### src/design/cfa_pkg.sv
`default_nettype none

package cfa_pkg;

   // Default geometry of the angle path and the rotation unit
   localparam int ANGLE_FRAC_BITS_DEF = 8;
   localparam int ANGLE_WIDTH_DEF     = 20;
   localparam int CORDIC_STEPS_DEF    = 16;

   // Raw sensor sample width
   localparam int SAMPLE_W = 16;

   // Register port
   localparam int CSR_IDX_W  = 2;
   localparam int CSR_DATA_W = 16;

   localparam logic [CSR_IDX_W-1:0] CSR_BLEND_WEIGHT    = 2'd0;
   localparam logic [CSR_IDX_W-1:0] CSR_RATE_STEP_SCALE = 2'd1;

   localparam logic [CSR_DATA_W-1:0] BLEND_WEIGHT_RST    = 16'd58982;
   localparam logic [CSR_DATA_W-1:0] RATE_STEP_SCALE_RST = 16'd328;

   // Weight and scale are Q0.16; the angle accumulator works in Q.16 degrees
   localparam int Q16_FRAC = 16;

   // Arctangent table: atan(2^-i) in Q.16 degrees
   localparam int TAB_LEN   = 24;
   localparam int TAB_IDX_W = 5;
   localparam int ATAN_W    = 22;

   // 180 degrees in Q.16
   localparam int DEG180_Q16 = 11796480;

   typedef enum logic [1:0] {
      AXIS_ROLL  = 2'd0,
      AXIS_PITCH = 2'd1,
      AXIS_YAW   = 2'd2
   } axis_type;

   // Controller to datapath commands
   typedef struct packed {
      logic                 load;
      logic                 rot;
      logic                 dif;
      logic                 mul;
      logic                 acc;
      logic                 out_load;
      logic [TAB_IDX_W-1:0] step;
      axis_type             axis;
   } cmd_type;

   function automatic logic [ATAN_W-1:0] atan_q16(input logic [TAB_IDX_W-1:0] idx);
      logic [ATAN_W-1:0] val;
      unique case (idx)
         5'd0:    val = 22'd2949120;
         5'd1:    val = 22'd1740967;
         5'd2:    val = 22'd919879;
         5'd3:    val = 22'd466945;
         5'd4:    val = 22'd234379;
         5'd5:    val = 22'd117304;
         5'd6:    val = 22'd58666;
         5'd7:    val = 22'd29335;
         5'd8:    val = 22'd14668;
         5'd9:    val = 22'd7334;
         5'd10:   val = 22'd3667;
         5'd11:   val = 22'd1833;
         5'd12:   val = 22'd917;
         5'd13:   val = 22'd458;
         5'd14:   val = 22'd229;
         5'd15:   val = 22'd115;
         5'd16:   val = 22'd57;
         5'd17:   val = 22'd29;
         5'd18:   val = 22'd14;
         5'd19:   val = 22'd7;
         5'd20:   val = 22'd4;
         5'd21:   val = 22'd2;
         5'd22:   val = 22'd1;
         default: val = '0;
      endcase
      return val;
   endfunction

endpackage

`default_nettype wire

### src/design/cfa_ctrl.sv
`default_nettype none

module cfa_ctrl #(
   parameter int CORDIC_STEPS = cfa_pkg::CORDIC_STEPS_DEF
) (
   input  wire logic        clock,
   input  wire logic        reset,
   input  wire logic        req_valid,
   output logic             req_ready,
   output logic             rsp_valid,
   input  wire logic        rsp_ready,
   output cfa_pkg::cmd_type cmd
);

   localparam int STEP_W = $clog2(CORDIC_STEPS);
   localparam logic [STEP_W-1:0] LAST_STEP = STEP_W'(CORDIC_STEPS - 1);

   typedef enum logic [5:0] {
      S_IDLE = 6'b000001,
      S_ROT  = 6'b000010,
      S_DIF  = 6'b000100,
      S_MUL  = 6'b001000,
      S_ACC  = 6'b010000,
      S_OUT  = 6'b100000
   } state_type;

   state_type         state_ff, state_in;
   logic [STEP_W-1:0] step_ff, step_in;
   cfa_pkg::axis_type axis_ff, axis_in;
   logic              rsp_valid_ff, rsp_valid_in;
   logic              out_free;

   assign out_free = !rsp_valid_ff || rsp_ready;

   always_comb begin
      state_in = state_ff;
      step_in  = step_ff;
      axis_in  = axis_ff;
      unique case (state_ff)
         S_IDLE: begin
            if (req_valid) begin
               state_in = S_ROT;
               step_in  = '0;
            end
         end
         S_ROT: begin
            step_in = step_ff + 1'b1;
            if (step_ff == LAST_STEP) begin
               state_in = S_DIF;
               axis_in  = cfa_pkg::AXIS_ROLL;
            end
         end
         S_DIF: state_in = S_MUL;
         S_MUL: state_in = S_ACC;
         S_ACC: begin
            if (axis_ff == cfa_pkg::AXIS_YAW) begin
               state_in = S_OUT;
            end else begin
               state_in = S_DIF;
               axis_in  = (axis_ff == cfa_pkg::AXIS_ROLL) ? cfa_pkg::AXIS_PITCH
                                                          : cfa_pkg::AXIS_YAW;
            end
         end
         S_OUT: begin
            if (out_free) begin
               state_in = S_IDLE;
            end
         end
         default: state_in = S_IDLE;
      endcase
   end

   always_comb begin
      cmd.load     = (state_ff == S_IDLE) && req_valid;
      cmd.rot      = (state_ff == S_ROT);
      cmd.dif      = (state_ff == S_DIF);
      cmd.mul      = (state_ff == S_MUL);
      cmd.acc      = (state_ff == S_ACC);
      cmd.out_load = (state_ff == S_OUT) && out_free;
      cmd.step     = cfa_pkg::TAB_IDX_W'(step_ff);
      cmd.axis     = axis_ff;

      if (cmd.out_load) begin
         rsp_valid_in = 1'b1;
      end else if (rsp_ready) begin
         rsp_valid_in = 1'b0;
      end else begin
         rsp_valid_in = rsp_valid_ff;
      end
   end

   always_ff @(posedge clock) begin
      if (reset) begin
         state_ff     <= S_IDLE;
         step_ff      <= '0;
         axis_ff      <= cfa_pkg::AXIS_ROLL;
         rsp_valid_ff <= 1'b0;
      end else begin
         state_ff     <= state_in;
         step_ff      <= step_in;
         axis_ff      <= axis_in;
         rsp_valid_ff <= rsp_valid_in;
      end
   end

   assign req_ready = (state_ff == S_IDLE);
   assign rsp_valid = rsp_valid_ff;

`ifndef NO_ASSERTIONS
   a_accept_starts_rot: assert property (@(posedge clock) disable iff (reset)
      (req_valid && req_ready) |=> (state_ff == S_ROT && step_ff == '0))
      else $error("accepted beat did not start the rotation");

   a_rot_to_blend: assert property (@(posedge clock) disable iff (reset)
      (state_ff == S_ROT && step_ff == LAST_STEP)
      |=> (state_ff == S_DIF && axis_ff == cfa_pkg::AXIS_ROLL))
      else $error("rotation did not hand over to the roll blend");

   a_yaw_then_out: assert property (@(posedge clock) disable iff (reset)
      (state_ff == S_ACC && axis_ff == cfa_pkg::AXIS_YAW) |=> (state_ff == S_OUT))
      else $error("blend finished without presenting a result");

   a_no_overwrite: assert property (@(posedge clock) disable iff (reset)
      (rsp_valid_ff && !rsp_ready) |-> !cmd.out_load)
      else $error("result register overwritten while a beat waits");
`endif

endmodule

`default_nettype wire

### config.mk
export PLATFORM = sky130hd
export DESIGN_NAME = cfa_ctrl
export DESIGN_NICKNAME = d
export VERILOG_FILES = /design/src/design/cfa_pkg.sv /design/src/design/cfa_ctrl.sv
export SDC_FILE = /design/constraint.sdc
export NUM_CORES = 1
export LEC_CHECK = 0
export ABC_AREA = 1
export BUFFER_PORTS_ARGS = -buffer_cell sky130_fd_sc_hd__buf_4
export CORE_UTILIZATION = 49
export DETAILED_ROUTE_END_ITERATION = 8
export PLACE_DENSITY = 0.78
export SLEW_MARGIN = 15
export SYNTH_ARGS = -nofsm -noshare
export SYNTH_HDL_FRONTEND = slang
export SYNTH_SLANG_ARGS = --single-unit
### constraint.sdc
create_clock -name clock -period 1.5 [get_ports clock]
set_input_delay 0.15 -clock clock [delete_from_list [all_inputs] [get_ports clock]]
set_output_delay 0.15 -clock clock [all_outputs]
set_load 0.005 [all_outputs]
[After elaboration in Yosys (flattened, before gate mapping)]
Index checks and enable logic that the tools add are counted.
Storage, ports and cells
  flip-flop bits (word level): 13
  input port bits: 4
  output and inout port bits: 15
  logic and storage cells: 41
Operators by class
  add/subtract/negate cells: 1
  equality and inequality tests: 12
  mux-type cells: 13
  reduce and logical (&&, ||, !) cells: 11
Operators by type and width (number)
  6-bit one-hot mux with 6 select lines: 1
  6-bit 2-to-1 mux: 4
  4-bit one-hot mux with 2 select lines: 1
  6-bit by 1-bit equality test with 1-bit output (second input constant): 1
  6-bit by 2-bit equality test with 1-bit output (second input constant): 1
  6-bit by 3-bit equality test with 1-bit output (second input constant): 1
  6-bit by 4-bit equality test with 1-bit output (second input constant): 1
  6-bit by 5-bit equality test with 1-bit output (second input constant): 1
  6-bit equality test (second input constant): 1
  2-bit 2-to-1 mux: 3
  2-bit inequality test (second input constant): 3
  3-bit AND reduction: 2
  2-bit nonzero test: 3
  4-bit by 1-bit adder with 4-bit output (second input constant): 1
  4-bit equality test (second input constant): 1
  4-bit 2-to-1 mux: 1
  2-bit one-hot mux with 2 select lines: 1
  2-bit equality test (second input constant): 1
  1-bit logical AND: 2
  2-bit zero test: 1
  1-bit 2-to-1 mux: 2
  2-bit by 1-bit inequality test with 1-bit output (second input constant): 1
  2-bit AND reduction: 1
  1-bit zero test: 1
  1-bit logical OR: 1

[Longest topological paths before layout]
Gate-level depths: netlist of the first run.
  depth after elaboration: 4
  depth in mapped cells: 8
  depth with buffers taken out: 8

[Least setup slack after synthesis of the first run]
Ideal clock, no wire load.
  path kind: reg-to-reg
  start: register state_ff[5]
  end: register step_ff[2]
  setup time: 130 ps
  arrival: 972 ps
  required time: 1370 ps
  path slack: 398 ps
  stages on the path, launching flop included: 7
  buffers on the path: 0
  clock period less this slack: 1102 ps
  path through: dfxtp_1 -> nor2_4 -> nand3_1 -> nor2_2 -> nor2_1 -> nand2_1 -> a21oi_1
On the way
  cells in the longest elaborated chain, start to end: 3
  elaborated cells between the ends (all ways): 6
  those cells by class: eq/ne: 3; mux: 1; reduce/logical: 2
Ends and longest elaborated chain
  start, declared: RTL line cfa_ctrl.sv:27  | state_type state_ff, state_in;
  start signal, assigned: RTL line cfa_ctrl.sv:99  | state_ff <= state_in;
  6-bit by 1-bit equality test with 1-bit output / 6-bit by 2-bit equality test with 1-bit output (equally long branches): RTL line cfa_ctrl.sv:39  | unique case (state_ff)
  2-bit inequality test (no source line) / 2-bit nonzero test (equally long branches)
  2-bit AND reduction (no source line)
  end signal, assigned: RTL line cfa_ctrl.sv:100  | step_ff <= step_in;
  end, declared: RTL line cfa_ctrl.sv:28  | logic [STEP_W-1:0] step_ff, step_in;
Several ways; a longest one is shown, not always the timed one.
A chain may end at the register's enable or synchronous reset.

==> results of run 1 <==
[power breakdown]
part / switching, mW / internal [mW] / leakage (nW)
logic: 0.0759 / 0.0544 / 0.361
clock network: 0.119 / 0.103 / 0.0150
registers: 0.0109 / 0.355 / 0.105
[cells by family (layout without fill, tap and decap cells)]
group                      count (synthesis)  after routing  synth area share, %
AOI/OAI and AO/OA                         10             10                 7.11
and+or+nand+nor                           55             55                 40.9
adders and majority gates                  1              1                 1.78
other                                      1              1                0.532
DFF                                       13             13                 36.9
buffers and inverters                     22             43                 12.8
[cells in the mapped netlist, drive strengths merged]
| cell type | n | area, sq um |
|---|---|---|
| nor2 | 20 | 109 |
| a21oi | 8 | 40.0 |
| conb | 1 | 3.75 |
| ha | 1 | 12.5 |
| nand3b | 1 | 11.3 |
| o21ai | 2 | 10.0 |
| dfxtp | 13 | 260 |
| nand2 | 18 | 77.6 |
| buf | 2 | 15.0 |
| inv | 19 | 71.3 |
| nand4 | 2 | 12.5 |
| nand3 | 12 | 65.1 |
| or2 | 2 | 12.5 |
| clkbuf | 1 | 3.75 |
[placed cells by master (no fill, tap or decap), drive strengths merged]
cell type and n:
nand2 18, buf 20, ha 1, or2 2, a21oi 8, clkbuf 4, nand3b 1, o21ai 2
nand3 12, nand4 2, inv 19, conb 1, nor2 20, dfxtp 13
[worst paths after layout]
kind	start	end	slack (ns)	depth (start not counted)
setup / recovery	state_ff[4]$_SDFFE_PP0P_	cmd[11]	0.08	5
hold / removal	reset	state_ff[5]$_SDFFE_PP0P_	0.1	2
setup reg to reg	state_ff[4]$_SDFFE_PP0P_	step_ff[3]$_SDFFE_PP0P_	0.23	7
hold reg to reg	step_ff[1]$_SDFFE_PP0P_	step_ff[1]$_SDFFE_PP0P_	0.50	2
[worst max-delay path, delay by kind of cell, from the launching register on]
kind,cells,cell delay [ns]
DFF,1,0.35
and+or+nand+nor,3,0.37
buffers and inverters,2,0.28
[registers in the layout, indices dropped and copies added (netlist names)]
| signal | count |
|---|---|
| axis_ff | 2 |
| rsp_valid | 1 |
| state_ff | 6 |
| step_ff | 4 |
[area by class of cell]
type / count / area, sq um
Fill cell: 115 / 427
Multi-Input combinational cell: 67 / 364
Sequential cell: 13 / 260
Timing Repair Buffer: 20 / 150
Inverter: 19 / 71.3
Clock buffer: 4 / 26.3
Tap cell: 15 / 18.8
[stage by stage]
| stage | instances | utilization, % | instance area (sq um) | power [mW] |
|---|---|---|---|---|
| after floorplan | 102 | - | 704 | 0.454 |
| after global placement | 131 | 63.2 | 832 | 0.491 |
| after detailed placement | 131 | 63.2 | 832 | 0.494 |
| after CTS | 135 | 65.1 | 858 | 0.709 |
| after global routing | 138 | 67.6 | 891 | 0.760 |
| final | 138 | 67.6 | 891 | 0.719 |
[metal layers]
| metal | vias up | global-route usage, % | share of wire, % |
|---|---|---|---|
| met5 | - | 0 | 0 |
| met4 | 0 | 12.9 | 1.6 |
| met3 | 4 | 5.11 | 4.3 |
| met2 | 24 | 35.5 | 49 |
| met1 | 321 | 27.8 | 45 |
| li1 | 352 | - | - |
[timing repair]
item / 4_1_cts / 5_1_grt
hold endpoints to repair: 0 / 0
buffers inserted: 0 / 3
gates resized for setup: 0 / 3
setup endpoints to repair: 0 / 3
==> flow_summary.html, run 1 <==
<table>
<tr><th>Metric</th><th>Value</th></tr>
<tr><th colspan="2">Logic synthesis</th></tr>
<tr><td>Yosys synthesis warning count</td><td>0</td></tr>
<tr><td>Number of instances in the synthesized netlist</td><td>just over 100</td></tr>
<tr><td>FF+latch count, synth</td><td>13</td></tr>
<tr><td>Mapped Avg Cell Area</td><td>about 6.9 sq um</td></tr>
<tr><td>Post-synthesis instance area</td><td>704 sq um</td></tr>
<tr><td>Unique cell type count in the Yosys netlist</td><td>20</td></tr>
<tr><td>Proportion of synthesized chip area in sequential cells</td><td>36.9%</td></tr>
<tr><td>Net count of the mapped netlist</td><td>107</td></tr>
<tr><th colspan="2">Clock tree</th></tr>
<tr><td>H-tree Lvls</td><td>1</td></tr>
<tr><td>Total clock buffers created by CTS</td><td>3</td></tr>
<tr><td>Clock tree from TritonCTS</td><td>done</td></tr>
<tr><td>Clock slew at the register clock pins of the worst setup and hold paths</td><td>0.08 ns</td></tr>
<tr><td>Number of hold-repair buffers added at the cts stage</td><td>0</td></tr>
<tr><td>Clock latency on the worst-skew pair</td><td>0.28 ns</td></tr>
<tr><td>Number of buffers on the longest clock path</td><td>2</td></tr>
<tr><td>TritonCTS sink count</td><td>13</td></tr>
<tr><td>Root buffer cell</td><td>sky130_fd_sc_hd__clkbuf_4</td></tr>
<tr><th colspan="2">STA</th></tr>
<tr><td>Total of endpoints with negative setup slack in the final report</td><td>0</td></tr>
<tr><td>Worst path setup slack after routing</td><td>0.0755 ns</td></tr>
<tr><td>Setup Total Neg Slack</td><td>0 ns</td></tr>
<tr><td>WHS</td><td>0.0986 ns</td></tr>
<tr><td>Highest attainable clock frequency</td><td>702 MHz</td></tr>
<tr><td>Number of pins exceeding their max-slew limit in the final report</td><td>0</td></tr>
<tr><td>Final-report hold violation count</td><td>0</td></tr>
<tr><td>Final clock period utilization by the worst path</td><td>95.0%</td></tr>
<tr><td>Clock skew</td><td>around 0.0023 ns</td></tr>
<tr><td>Clock period minus final worst setup slack</td><td>between 1 and 1.5 ns</td></tr>
<tr><th colspan="2">Worst setup path</th></tr>
<tr><td>Kind of capture point of the worst setup path</td><td>output pin</td></tr>
<tr><td>Crit path max fanout</td><td>7</td></tr>
<tr><td>Critical path required time</td><td>1.35 ns</td></tr>
<tr><td>Delay of the slowest critical-path stage</td><td>0.35 ns</td></tr>
<tr><td>Start-to-end type of the worst setup path</td><td>flop to output pin</td></tr>
<tr><td>Slowest CP cell</td><td>sky130_fd_sc_hd__dfxtp_1</td></tr>
<tr><td>Cell type with the highest occurrence count on the critical path</td><td>sky130_fd_sc_hd__buf_4</td></tr>
<tr><td>Critical Path Source Type</td><td>flop</td></tr>
<tr><td>Signal arrival time at the worst endpoint</td><td>1.27 ns</td></tr>
<tr><td>Critical path cell sequence</td><td>nor2_4 -&gt; buf_4 -&gt; nand2_4 -&gt; nor2_8 -&gt; buf_4</td></tr>
<tr><th colspan="2">Final layout</th></tr>
<tr><td>Area added between synthesis and finish</td><td>26.5%</td></tr>
<tr><td>Diode count</td><td>0</td></tr>
<tr><td>Ratio of cells with drive above 1 in the final layout</td><td>29.3%</td></tr>
<tr><td>Net total in the final layout</td><td>129</td></tr>
<tr><th colspan="2">Place</th></tr>
<tr><td>Count of input and output buffers</td><td>17</td></tr>
<tr><td>Post-placement setup slack</td><td>0.289 ns</td></tr>
<tr><td>Placed wire-length estimate after detailed placement</td><td>1.08 mm</td></tr>
<tr><td>Final weighted congestion of routability-driven global placement</td><td>0.795</td></tr>
<tr><th colspan="2">Route</th></tr>
<tr><td>DRT Pass-1 Iters</td><td>4</td></tr>
<tr><td>Average wire length per cell after detail routing</td><td>11.1 microns</td></tr>
<tr><td>DRT Wirelength</td><td>around 1.5 mm</td></tr>
<tr><td>Total DRC errors in the routed layout</td><td>0</td></tr>
<tr><td>Via-to-Cell Ratio</td><td>5.08</td></tr>
<tr><td>Remaining antenna violation count after routing</td><td>0</td></tr>
<tr><td>Number of violations reported at the end of detailed-routing iteration 0</td><td>18</td></tr>
<tr><td>Count of vias placed by the detailed router</td><td>~700</td></tr>
<tr><th colspan="2">Floorplan</th></tr>
<tr><td>Horizontal die dimension</td><td>39.9 microns</td></tr>
<tr><td>Io pins</td><td>19</td></tr>
<tr><td>Die area</td><td>roughly 1600 sq um</td></tr>
<tr><td>Std-Cell Rows</td><td>13</td></tr>
<tr><td>Placeable core area</td><td>1320 sq um</td></tr>
<tr><td>Starting utilization of the core area</td><td>53.5%</td></tr>
<tr><td>Die extent in y</td><td>39.9 microns</td></tr>
<tr><th colspan="2">GRT</th></tr>
<tr><td>Via count of the first global-routing pass</td><td>slightly below 600</td></tr>
<tr><td>Antenna violations before repair</td><td>0</td></tr>
<tr><td>Maximum number of pins on one net before global-route repair</td><td>10</td></tr>
<tr><td>First-pass GRT wire length</td><td>roughly 2.4 mm</td></tr>
<tr><td>Total global routing overflow</td><td>0</td></tr>
<tr><td>Total routing resource utilization after global routing</td><td>22.6%</td></tr>
<tr><th colspan="2">Worst hold path</th></tr>
<tr><td>Kind of path behind the tightest hold check</td><td>primary input to flop</td></tr>
<tr><th colspan="2">Power</th></tr>
<tr><td>Lkg Pwr</td><td>0.481 nW</td></tr>
<tr><td>Total power density per cell area</td><td>807 nW/um^2</td></tr>
<tr><td>Worst VDD drop</td><td>0.524 mV</td></tr>
<tr><th colspan="2">Status</th></tr>
<tr><td>Status</td><td>complete, no violations</td></tr>
<tr><th colspan="2">Flow run</th></tr>
<tr><td>Max-Cap Viols</td><td>0</td></tr>
</table>
Power figures use the tool's default switching activity.
==> inputs of run 2 (changes only) <==
--- a/config.mk
+++ b/config.mk
@@ -5,7 +5,6 @@
 export SDC_FILE = /design/constraint.sdc
 export NUM_CORES = 1
 export LEC_CHECK = 0
-export ABC_AREA = 1
 export BUFFER_PORTS_ARGS = -buffer_cell sky130_fd_sc_hd__buf_4
 export CORE_UTILIZATION = 49
 export DETAILED_ROUTE_END_ITERATION = 8
==> run 2 against run 1 <==
  * The run now fails in global routing (5_1_grt)
  * Area after synthesis increased by 1.6%
  * Synthesized cell count is 20% lower
==> flow_summary.html, run 2 <==
<table>
<tr><th>Metric</th><th>Value</th></tr>
<tr><th colspan="2">STA</th></tr>
<tr><td>Kind of endpoint with the least setup slack</td><td>top-level output</td></tr>
<tr><td>Worst endpoint from the post-global-route timing repair</td><td>cmd[8]</td></tr>
<tr><th colspan="2">Clock tree</th></tr>
<tr><td>H-tree Lvls</td><td>1 (unchanged)</td></tr>
<tr><td>Total clock buffers created by CTS</td><td>3 (unchanged)</td></tr>
<tr><td>TritonCTS sink count</td><td>13 (unchanged)</td></tr>
<tr><td>Number of hold-repair buffers added at the cts stage</td><td>0 (unchanged)</td></tr>
<tr><td>Number of buffers on the longest clock path</td><td>2 (unchanged)</td></tr>
<tr><td>Root buffer cell</td><td>sky130_fd_sc_hd__clkbuf_4</td></tr>
<tr><th colspan="2">Place</th></tr>
<tr><td>Final weighted congestion of routability-driven global placement</td><td>0.824 (+3.6%)</td></tr>
<tr><td>Count of input and output buffers</td><td>17 (unchanged)</td></tr>
<tr><td>Placed wire-length estimate after detailed placement</td><td>1.38 mm (+28%)</td></tr>
<tr><td>Post-placement setup slack</td><td>-0.109 ns (-0.398 ns)</td></tr>
<tr><td>Placed Cells incl. Taps</td><td>126 (-3.8%)</td></tr>
<tr><th colspan="2">Logic synthesis</th></tr>
<tr><td>Prevailing post-synth register cell</td><td>sky130_fd_sc_hd__dfxtp_1</td></tr>
<tr><td>EDFF count, synth</td><td>0 (unchanged)</td></tr>
<tr><td>Most instantiated library cell after synthesis</td><td>sky130_fd_sc_hd__dfxtp_1</td></tr>
<tr><td>Most area-consuming cells after synthesis</td><td>sky130_fd_sc_hd__dfxtp_1 36%, sky130_fd_sc_hd__a21oi_1 4.9%, sky130_fd_sc_hd__nand3_1 4.2%</td></tr>
<tr><td>Commonest cells in the synthesized netlist</td><td>13 x sky130_fd_sc_hd__dfxtp_1, 7 x sky130_fd_sc_hd__a21oi_1, 6 x sky130_fd_sc_hd__nand3_1</td></tr>
<tr><td>FF+latch count, synth</td><td>13 (unchanged)</td></tr>
<tr><td>Largest area contributor in the synthesized netlist</td><td>sky130_fd_sc_hd__dfxtp_1</td></tr>
<tr><td>Number of instances in the synthesized netlist</td><td>82 (-20%)</td></tr>
<tr><td>Post-synthesis instance area</td><td>716 sq um (+1.6%)</td></tr>
<tr><td>Mapped Avg Cell Area</td><td>8.73 sq um (+26%)</td></tr>
<tr><td>Net count of the mapped netlist</td><td>87 (-19%)</td></tr>
<tr><td>Post-synth ARST share</td><td>0% (unchanged)</td></tr>
<tr><td>Post-synth top area share</td><td>36.4% (-0.58 points)</td></tr>
<tr><td>Proportion of synthesized chip area in sequential cells</td><td>36.4% (-0.58 points)</td></tr>
<tr><td>Yosys synthesis warning count</td><td>0 (unchanged)</td></tr>
<tr><td>Unique cell type count in the Yosys netlist</td><td>36 (+80%)</td></tr>
<tr><th colspan="2">Status</th></tr>
<tr><td>Stop err</td><td>[ERROR DPL-0038] Utilization greater than 100%, impossible to legalize</td></tr>
<tr><td>Status</td><td>stopped before the end</td></tr>
<tr><td>Halt Stage</td><td>global routing (5_1_grt)</td></tr>
<tr><th colspan="2">Floorplan</th></tr>
<tr><td>Horizontal die dimension</td><td>40.2 microns (+0.75%)</td></tr>
<tr><td>Std-Cell Rows</td><td>13 (unchanged)</td></tr>
<tr><td>Die extent in y</td><td>40.2 microns (+0.75%)</td></tr>
<tr><td>Io pins</td><td>19 (unchanged)</td></tr>
<tr><td>Starting utilization of the core area</td><td>53.7% (+0.19 points)</td></tr>
<tr><th colspan="2">GRT</th></tr>
<tr><td>Maximum number of pins on one net before global-route repair</td><td>12</td></tr>
</table>
[run 2: changes by cell type after synthesis, moves of 3 or more]
cell                      previous run  this run
sky130_fd_sc_hd__nand2_1            16         5
sky130_fd_sc_hd__inv_1              19         4
sky130_fd_sc_hd__nand3_1            11         6
sky130_fd_sc_hd__o31ai_1             0         3
sky130_fd_sc_hd__nor2b_1             0         3
sky130_fd_sc_hd__nor2_1             16         5
sky130_fd_sc_hd__nor3_1              0         3
[run 2: metrics by stage]
step / TNS, ns / utilization (%) / hold WS [ns] / cell area [sq um]
CTS: -1.95 / 94.6 / 0.144 / 1260
detailed placement: -0.590 / 72.0 / 0.427 / 960
global placement: -0.265 / 72.0 / 0.421 / 960
floorplan: -0.109 / - / 0.355 / 716
[run 2: timing repair]
action                     4_1_cts
setup endpoints to repair       18
pin swaps                       21
gates resized for setup         40
setup buffers                   16
[run 2: logic make-up after synthesis]
| group | after synthesis | share of synthesized area [%] |
|---|---|---|
| buf+inv | 8 | 5.24 |
| mux | 1 | 1.40 |
| simple gates | 37 | 34.3 |
| compound gates | 19 | 18.0 |
| other cells | 1 | 0.524 |
| xor+xnor | 2 | 2.45 |
| fa+ha+maj | 1 | 1.75 |
| flops | 13 | 36.4 |
==> inputs of run 3 (changes only) <==
--- a/config.mk
+++ b/config.mk
@@ -6,9 +6,10 @@
 export NUM_CORES = 1
 export LEC_CHECK = 0
 export BUFFER_PORTS_ARGS = -buffer_cell sky130_fd_sc_hd__buf_4
-export CORE_UTILIZATION = 49
+export CORE_AREA = 2 2 63 65
 export DETAILED_ROUTE_END_ITERATION = 8
-export PLACE_DENSITY = 0.78
+export DIE_AREA = 0 0 65 67
+export PLACE_DENSITY_LB_ADDON = 0.15
 export SLEW_MARGIN = 15
 export SYNTH_ARGS = -nofsm -noshare
 export SYNTH_HDL_FRONTEND = slang
==> run 3 against run 2 <==
  * The flow now finishes, with violations (negative setup slack)
  * Synthesized cell count did not move
  * Area after synthesis is the same
==> flow_summary.html, run 3 <==
<table>
<tr><th>Metric</th><th>Value</th></tr>
<tr><th colspan="2">Logic synthesis</th></tr>
<tr><td>Proportion of synthesized chip area in sequential cells</td><td>36.4% (unchanged)</td></tr>
<tr><td>Net count of the mapped netlist</td><td>87 (unchanged)</td></tr>
<tr><td>Post-synth top area share</td><td>36.4% (unchanged)</td></tr>
<tr><td>EDFF count, synth</td><td>0 (unchanged)</td></tr>
<tr><td>Most area-consuming cells after synthesis</td><td>sky130_fd_sc_hd__dfxtp_1 36%, sky130_fd_sc_hd__a21oi_1 4.9%, sky130_fd_sc_hd__nand3_1 4.2%</td></tr>
<tr><td>Largest area contributor in the synthesized netlist</td><td>sky130_fd_sc_hd__dfxtp_1</td></tr>
<tr><td>Fraction of the mapped netlist area in adder cells</td><td>1.75% (unchanged)</td></tr>
<tr><td>Main combinational cell family by area after synthesis</td><td>simple AND/OR/NAND/NOR gates</td></tr>
<tr><td>Unique cell type count in the Yosys netlist</td><td>36 (unchanged)</td></tr>
<tr><td>Yosys synthesis warning count</td><td>0 (unchanged)</td></tr>
<tr><td>Commonest cells in the synthesized netlist</td><td>13 x sky130_fd_sc_hd__dfxtp_1, 7 x sky130_fd_sc_hd__a21oi_1, 6 x sky130_fd_sc_hd__nand3_1</td></tr>
<tr><td>Mux contribution to synthesized area</td><td>1.40% (unchanged)</td></tr>
<tr><td>Complex-gate fraction of the synthesized area</td><td>18.0% (unchanged)</td></tr>
<tr><td>FF+latch count, synth</td><td>13 (unchanged)</td></tr>
<tr><td>Number of instances in the synthesized netlist</td><td>82 (unchanged)</td></tr>
<tr><td>Synthesized-area fraction occupied by xor and xnor cells</td><td>2.45% (unchanged)</td></tr>
<tr><td>Area fraction in and, or, nand and nor cells after synthesis</td><td>34.3% (unchanged)</td></tr>
<tr><td>Post-synth ARST share</td><td>0% (unchanged)</td></tr>
<tr><td>Mapped Avg Cell Area</td><td>8.73 sq um (unchanged)</td></tr>
<tr><td>Prevailing post-synth register cell</td><td>sky130_fd_sc_hd__dfxtp_1</td></tr>
<tr><td>Post-synthesis instance area</td><td>716 sq um (unchanged)</td></tr>
<tr><td>Most instantiated library cell after synthesis</td><td>sky130_fd_sc_hd__dfxtp_1</td></tr>
<tr><th colspan="2">Route</th></tr>
<tr><td>Wire length on met2</td><td>940 microns</td></tr>
<tr><td>Met1 Wirelength</td><td>994 microns</td></tr>
<tr><td>Count of vias placed by the detailed router</td><td>~750</td></tr>
<tr><td>DRT Wirelength</td><td>2.08 mm</td></tr>
<tr><td>DRT Pass-1 Iters</td><td>4</td></tr>
<tr><td>Length of routed met3 wiring</td><td>119 microns</td></tr>
<tr><td>Average wire length per cell after detail routing</td><td>12.2 microns</td></tr>
<tr><td>Number of violations reported at the end of detailed-routing iteration 0</td><td>6</td></tr>
<tr><td>Top layer used by detailed routing</td><td>met4</td></tr>
<tr><td>Remaining antenna violation count after routing</td><td>0</td></tr>
<tr><td>Total DRC errors in the routed layout</td><td>0</td></tr>
<tr><td>Via-to-Cell Ratio</td><td>4.40</td></tr>
<tr><th colspan="2">Clock tree</th></tr>
<tr><td>Clock slew at the register clock pins of the worst setup and hold paths</td><td>~0.060 ns</td></tr>
<tr><td>Number of hold-repair buffers added at the cts stage</td><td>0 (unchanged)</td></tr>
<tr><td>Clock latency on the worst-skew pair</td><td>0.24 ns</td></tr>
<tr><td>Clock tree from TritonCTS</td><td>done</td></tr>
<tr><td>Number of buffers on the longest clock path</td><td>2 (unchanged)</td></tr>
<tr><td>TritonCTS sink count</td><td>13 (unchanged)</td></tr>
<tr><td>Total clock buffers created by CTS</td><td>3 (unchanged)</td></tr>
<tr><td>Root buffer cell</td><td>sky130_fd_sc_hd__clkbuf_8</td></tr>
<tr><td>H-tree Lvls</td><td>1 (unchanged)</td></tr>
<tr><th colspan="2">STA</th></tr>
<tr><td>Setup Total Neg Slack</td><td>-1.29 ns</td></tr>
<tr><td>Final-report hold violation count</td><td>0</td></tr>
<tr><td>Clock period minus final worst setup slack</td><td>1.71 ns</td></tr>
<tr><td>Total of endpoints with negative setup slack in the final report</td><td>11</td></tr>
<tr><td>Highest attainable clock frequency</td><td>585 MHz</td></tr>
<tr><td>Number of pins exceeding their max-slew limit in the final report</td><td>0</td></tr>
<tr><td>Final clock period utilization by the worst path</td><td>114%</td></tr>
<tr><td>Worst path setup slack after routing</td><td>-0.210 ns</td></tr>
<tr><td>Setup repair after global routing missed its margin</td><td>true</td></tr>
<tr><td>Clock skew</td><td>0.00106 ns</td></tr>
<tr><td>WHS</td><td>0.183 ns</td></tr>
<tr><th colspan="2">Final layout</th></tr>
<tr><td>Flip-flop count of the largest register, all copies and words added</td><td>6</td></tr>
<tr><td>Footprint of the multi-input gates</td><td>about 500 sq um</td></tr>
<tr><td>Most common cell after layout, fill and taps aside</td><td>sky130_fd_sc_hd__buf_4</td></tr>
<tr><td>Diode count</td><td>0</td></tr>
<tr><td>Area added between synthesis and finish</td><td>68.4%</td></tr>
<tr><td>Total area of sequential cells</td><td>between 200 and 300 sq um</td></tr>
<tr><td>Net total in the final layout</td><td>129</td></tr>
<tr><td>Commonest cells after routing, fill and taps aside</td><td>39 x sky130_fd_sc_hd__buf_4, 10 x sky130_fd_sc_hd__dfxtp_1, 7 x sky130_fd_sc_hd__a21oi_1, 5 x sky130_fd_sc_hd__nand2_1</td></tr>
<tr><td>Register ranked first by flip-flop count</td><td>state_ff</td></tr>
<tr><td>Total of fill cells in the finished design</td><td>389</td></tr>
<tr><td>Ratio of cells with drive above 1 in the final layout</td><td>a little over half</td></tr>
<tr><td>Largest registers ranked by flip-flop count</td><td>state_ff (6), step_ff (4), axis_ff (2)</td></tr>
<tr><th colspan="2">Worst setup path</th></tr>
<tr><td>Critical path required time</td><td>1.35 ns</td></tr>
<tr><td>Start-to-end type of the worst setup path</td><td>flop to output pin</td></tr>
<tr><td>Kind of capture point of the worst setup path</td><td>output pin</td></tr>
<tr><td>Critical Path Source Type</td><td>flop</td></tr>
<tr><td>Launching point of the worst reg2reg path</td><td>state_ff[1]$_SDFFE_PP0P_</td></tr>
<tr><td>Signal arrival time at the worst endpoint</td><td>~1.6 ns</td></tr>
<tr><td>Crit path max fanout</td><td>3</td></tr>
<tr><td>Worst setup path startpoint</td><td>state_ff[1]$_SDFFE_PP0P_</td></tr>
<tr><th colspan="2">Place</th></tr>
<tr><td>Placed wire-length estimate after detailed placement</td><td>1.51 mm (+9.6%)</td></tr>
<tr><td>Count of input and output buffers</td><td>17 (unchanged)</td></tr>
<tr><td>Final weighted congestion of routability-driven global placement</td><td>0.692 (-16%)</td></tr>
<tr><th colspan="2">Worst hold path</th></tr>
<tr><td>Hold path startpoint</td><td>reset</td></tr>
<tr><td>Kind of path behind the tightest hold check</td><td>primary input to flop</td></tr>
<tr><th colspan="2">GRT</th></tr>
<tr><td>Maximum number of pins on one net before global-route repair</td><td>12</td></tr>
<tr><td>Via count of the first global-routing pass</td><td>732</td></tr>
<tr><td>First-pass GRT wire length</td><td>roughly 3.4 mm</td></tr>
<tr><td>Antenna violations before repair</td><td>0</td></tr>
<tr><td>Total global routing overflow</td><td>0</td></tr>
<tr><td>Total routing resource utilization after global routing</td><td>a little over a tenth</td></tr>
<tr><th colspan="2">Floorplan</th></tr>
<tr><td>Std-Cell Rows</td><td>22 (+9)</td></tr>
<tr><td>Die area</td><td>4360 sq um</td></tr>
<tr><td>Die extent in y</td><td>67 microns (+67%)</td></tr>
<tr><td>Horizontal die dimension</td><td>65 microns (+62%)</td></tr>
<tr><td>Placeable core area</td><td>between 3000 and 4000 sq um</td></tr>
<tr><td>Starting utilization of the core area</td><td>19.8% (-34 points)</td></tr>
<tr><td>Io pins</td><td>19 (unchanged)</td></tr>
<tr><th colspan="2">Power</th></tr>
<tr><td>Lkg Pwr</td><td>0.494 nW</td></tr>
<tr><td>Total power density per cell area</td><td>785 nW/um^2</td></tr>
<tr><td>Worst VDD drop</td><td>0.502 mV</td></tr>
<tr><th colspan="2">Status</th></tr>
<tr><td>Violated checks</td><td>negative setup slack</td></tr>
<tr><td>Status</td><td>finished, violations left</td></tr>
<tr><th colspan="2">Flow run</th></tr>
<tr><td>Max-Cap Viols</td><td>0</td></tr>
</table>
-- run 3: per-layer routing --
layer | vias up | GRT usage [%]
met3 | 2 | 3.04
met2 | 18 | 15.9
met1 | 347 | 13.6
li1 | 385 | -
met5 | - | 0
met4 | 0 | 6.38
-- run 3: final cells by class --
| type | count | area share [%] |
|---|---|---|
| Clock buffer | 4 | 3.74 |
| Inverter | 4 | 1.25 |
| Multi-Input combinational cell | 61 | 41.7 |
| Sequential cell | 13 | 22.1 |
| Tap cell | 48 | 4.98 |
| Timing Repair Buffer | 41 | 26.2 |
-- run 3: kinds of logic after synthesis --
family / after synthesis
buffers and inverters: 8
adders and majority gates: 1
and+or+nand+nor: 37
xor gates and xnor gates: 2
muxes: 1
DFF: 13
other: 1
AOI/OAI and AO/OA: 19
-- run 3: worst max-delay path, stage by stage (launching register included) --
cell,delay [ns]
sky130_fd_sc_hd__dfxtp_2,0.31
sky130_fd_sc_hd__or4_4,0.57
sky130_fd_sc_hd__nor3b_4,0.21
sky130_fd_sc_hd__buf_4,0.14
sky130_fd_sc_hd__buf_6,0.08
-- run 3: timing repair --
item,in CTS,in global routing
setup endpoints to repair,16,16
pin swaps,6,5
gates resized for setup,18,7
buffers inserted,5,1
endpoints found under the hold margin,0,0
-- run 3: report_power, final --
part	internal, mW	switching (mW)
combinational	0.134	0.126
clock	0.188	0.135
sequential	0.356	0.00708
-- run 3: worst paths after layout --
path         slack [ns]                  endpoint  depth (start not counted)
max reg2reg       -0.18  state_ff[2]$_SDFFE_PP0P_                          5
max               -0.21                    cmd[8]                          4
min                0.18  state_ff[2]$_SDFFE_PP0P_                          2
min reg2reg        0.53  state_ff[5]$_SDFFE_PP0P_                          2
-- run 3: stage by stage --
step / worst slack [ns] / cell area, sq um / util, % / instances / total power [mW]
floorplan: -0.0728 / 716 / - / 82 / 0.471
global placement: -0.0914 / 1020 / 28.4 / 162 / 0.571
detailed placement: -0.119 / 1020 / 28.4 / 162 / 0.569
CTS: -0.231 / 1180 / 32.7 / 171 / 0.947
global route: -0.272 / 1200 / 33.4 / 171 / 0.992
finish: -0.210 / 1200 / 33.4 / 171 / 0.945
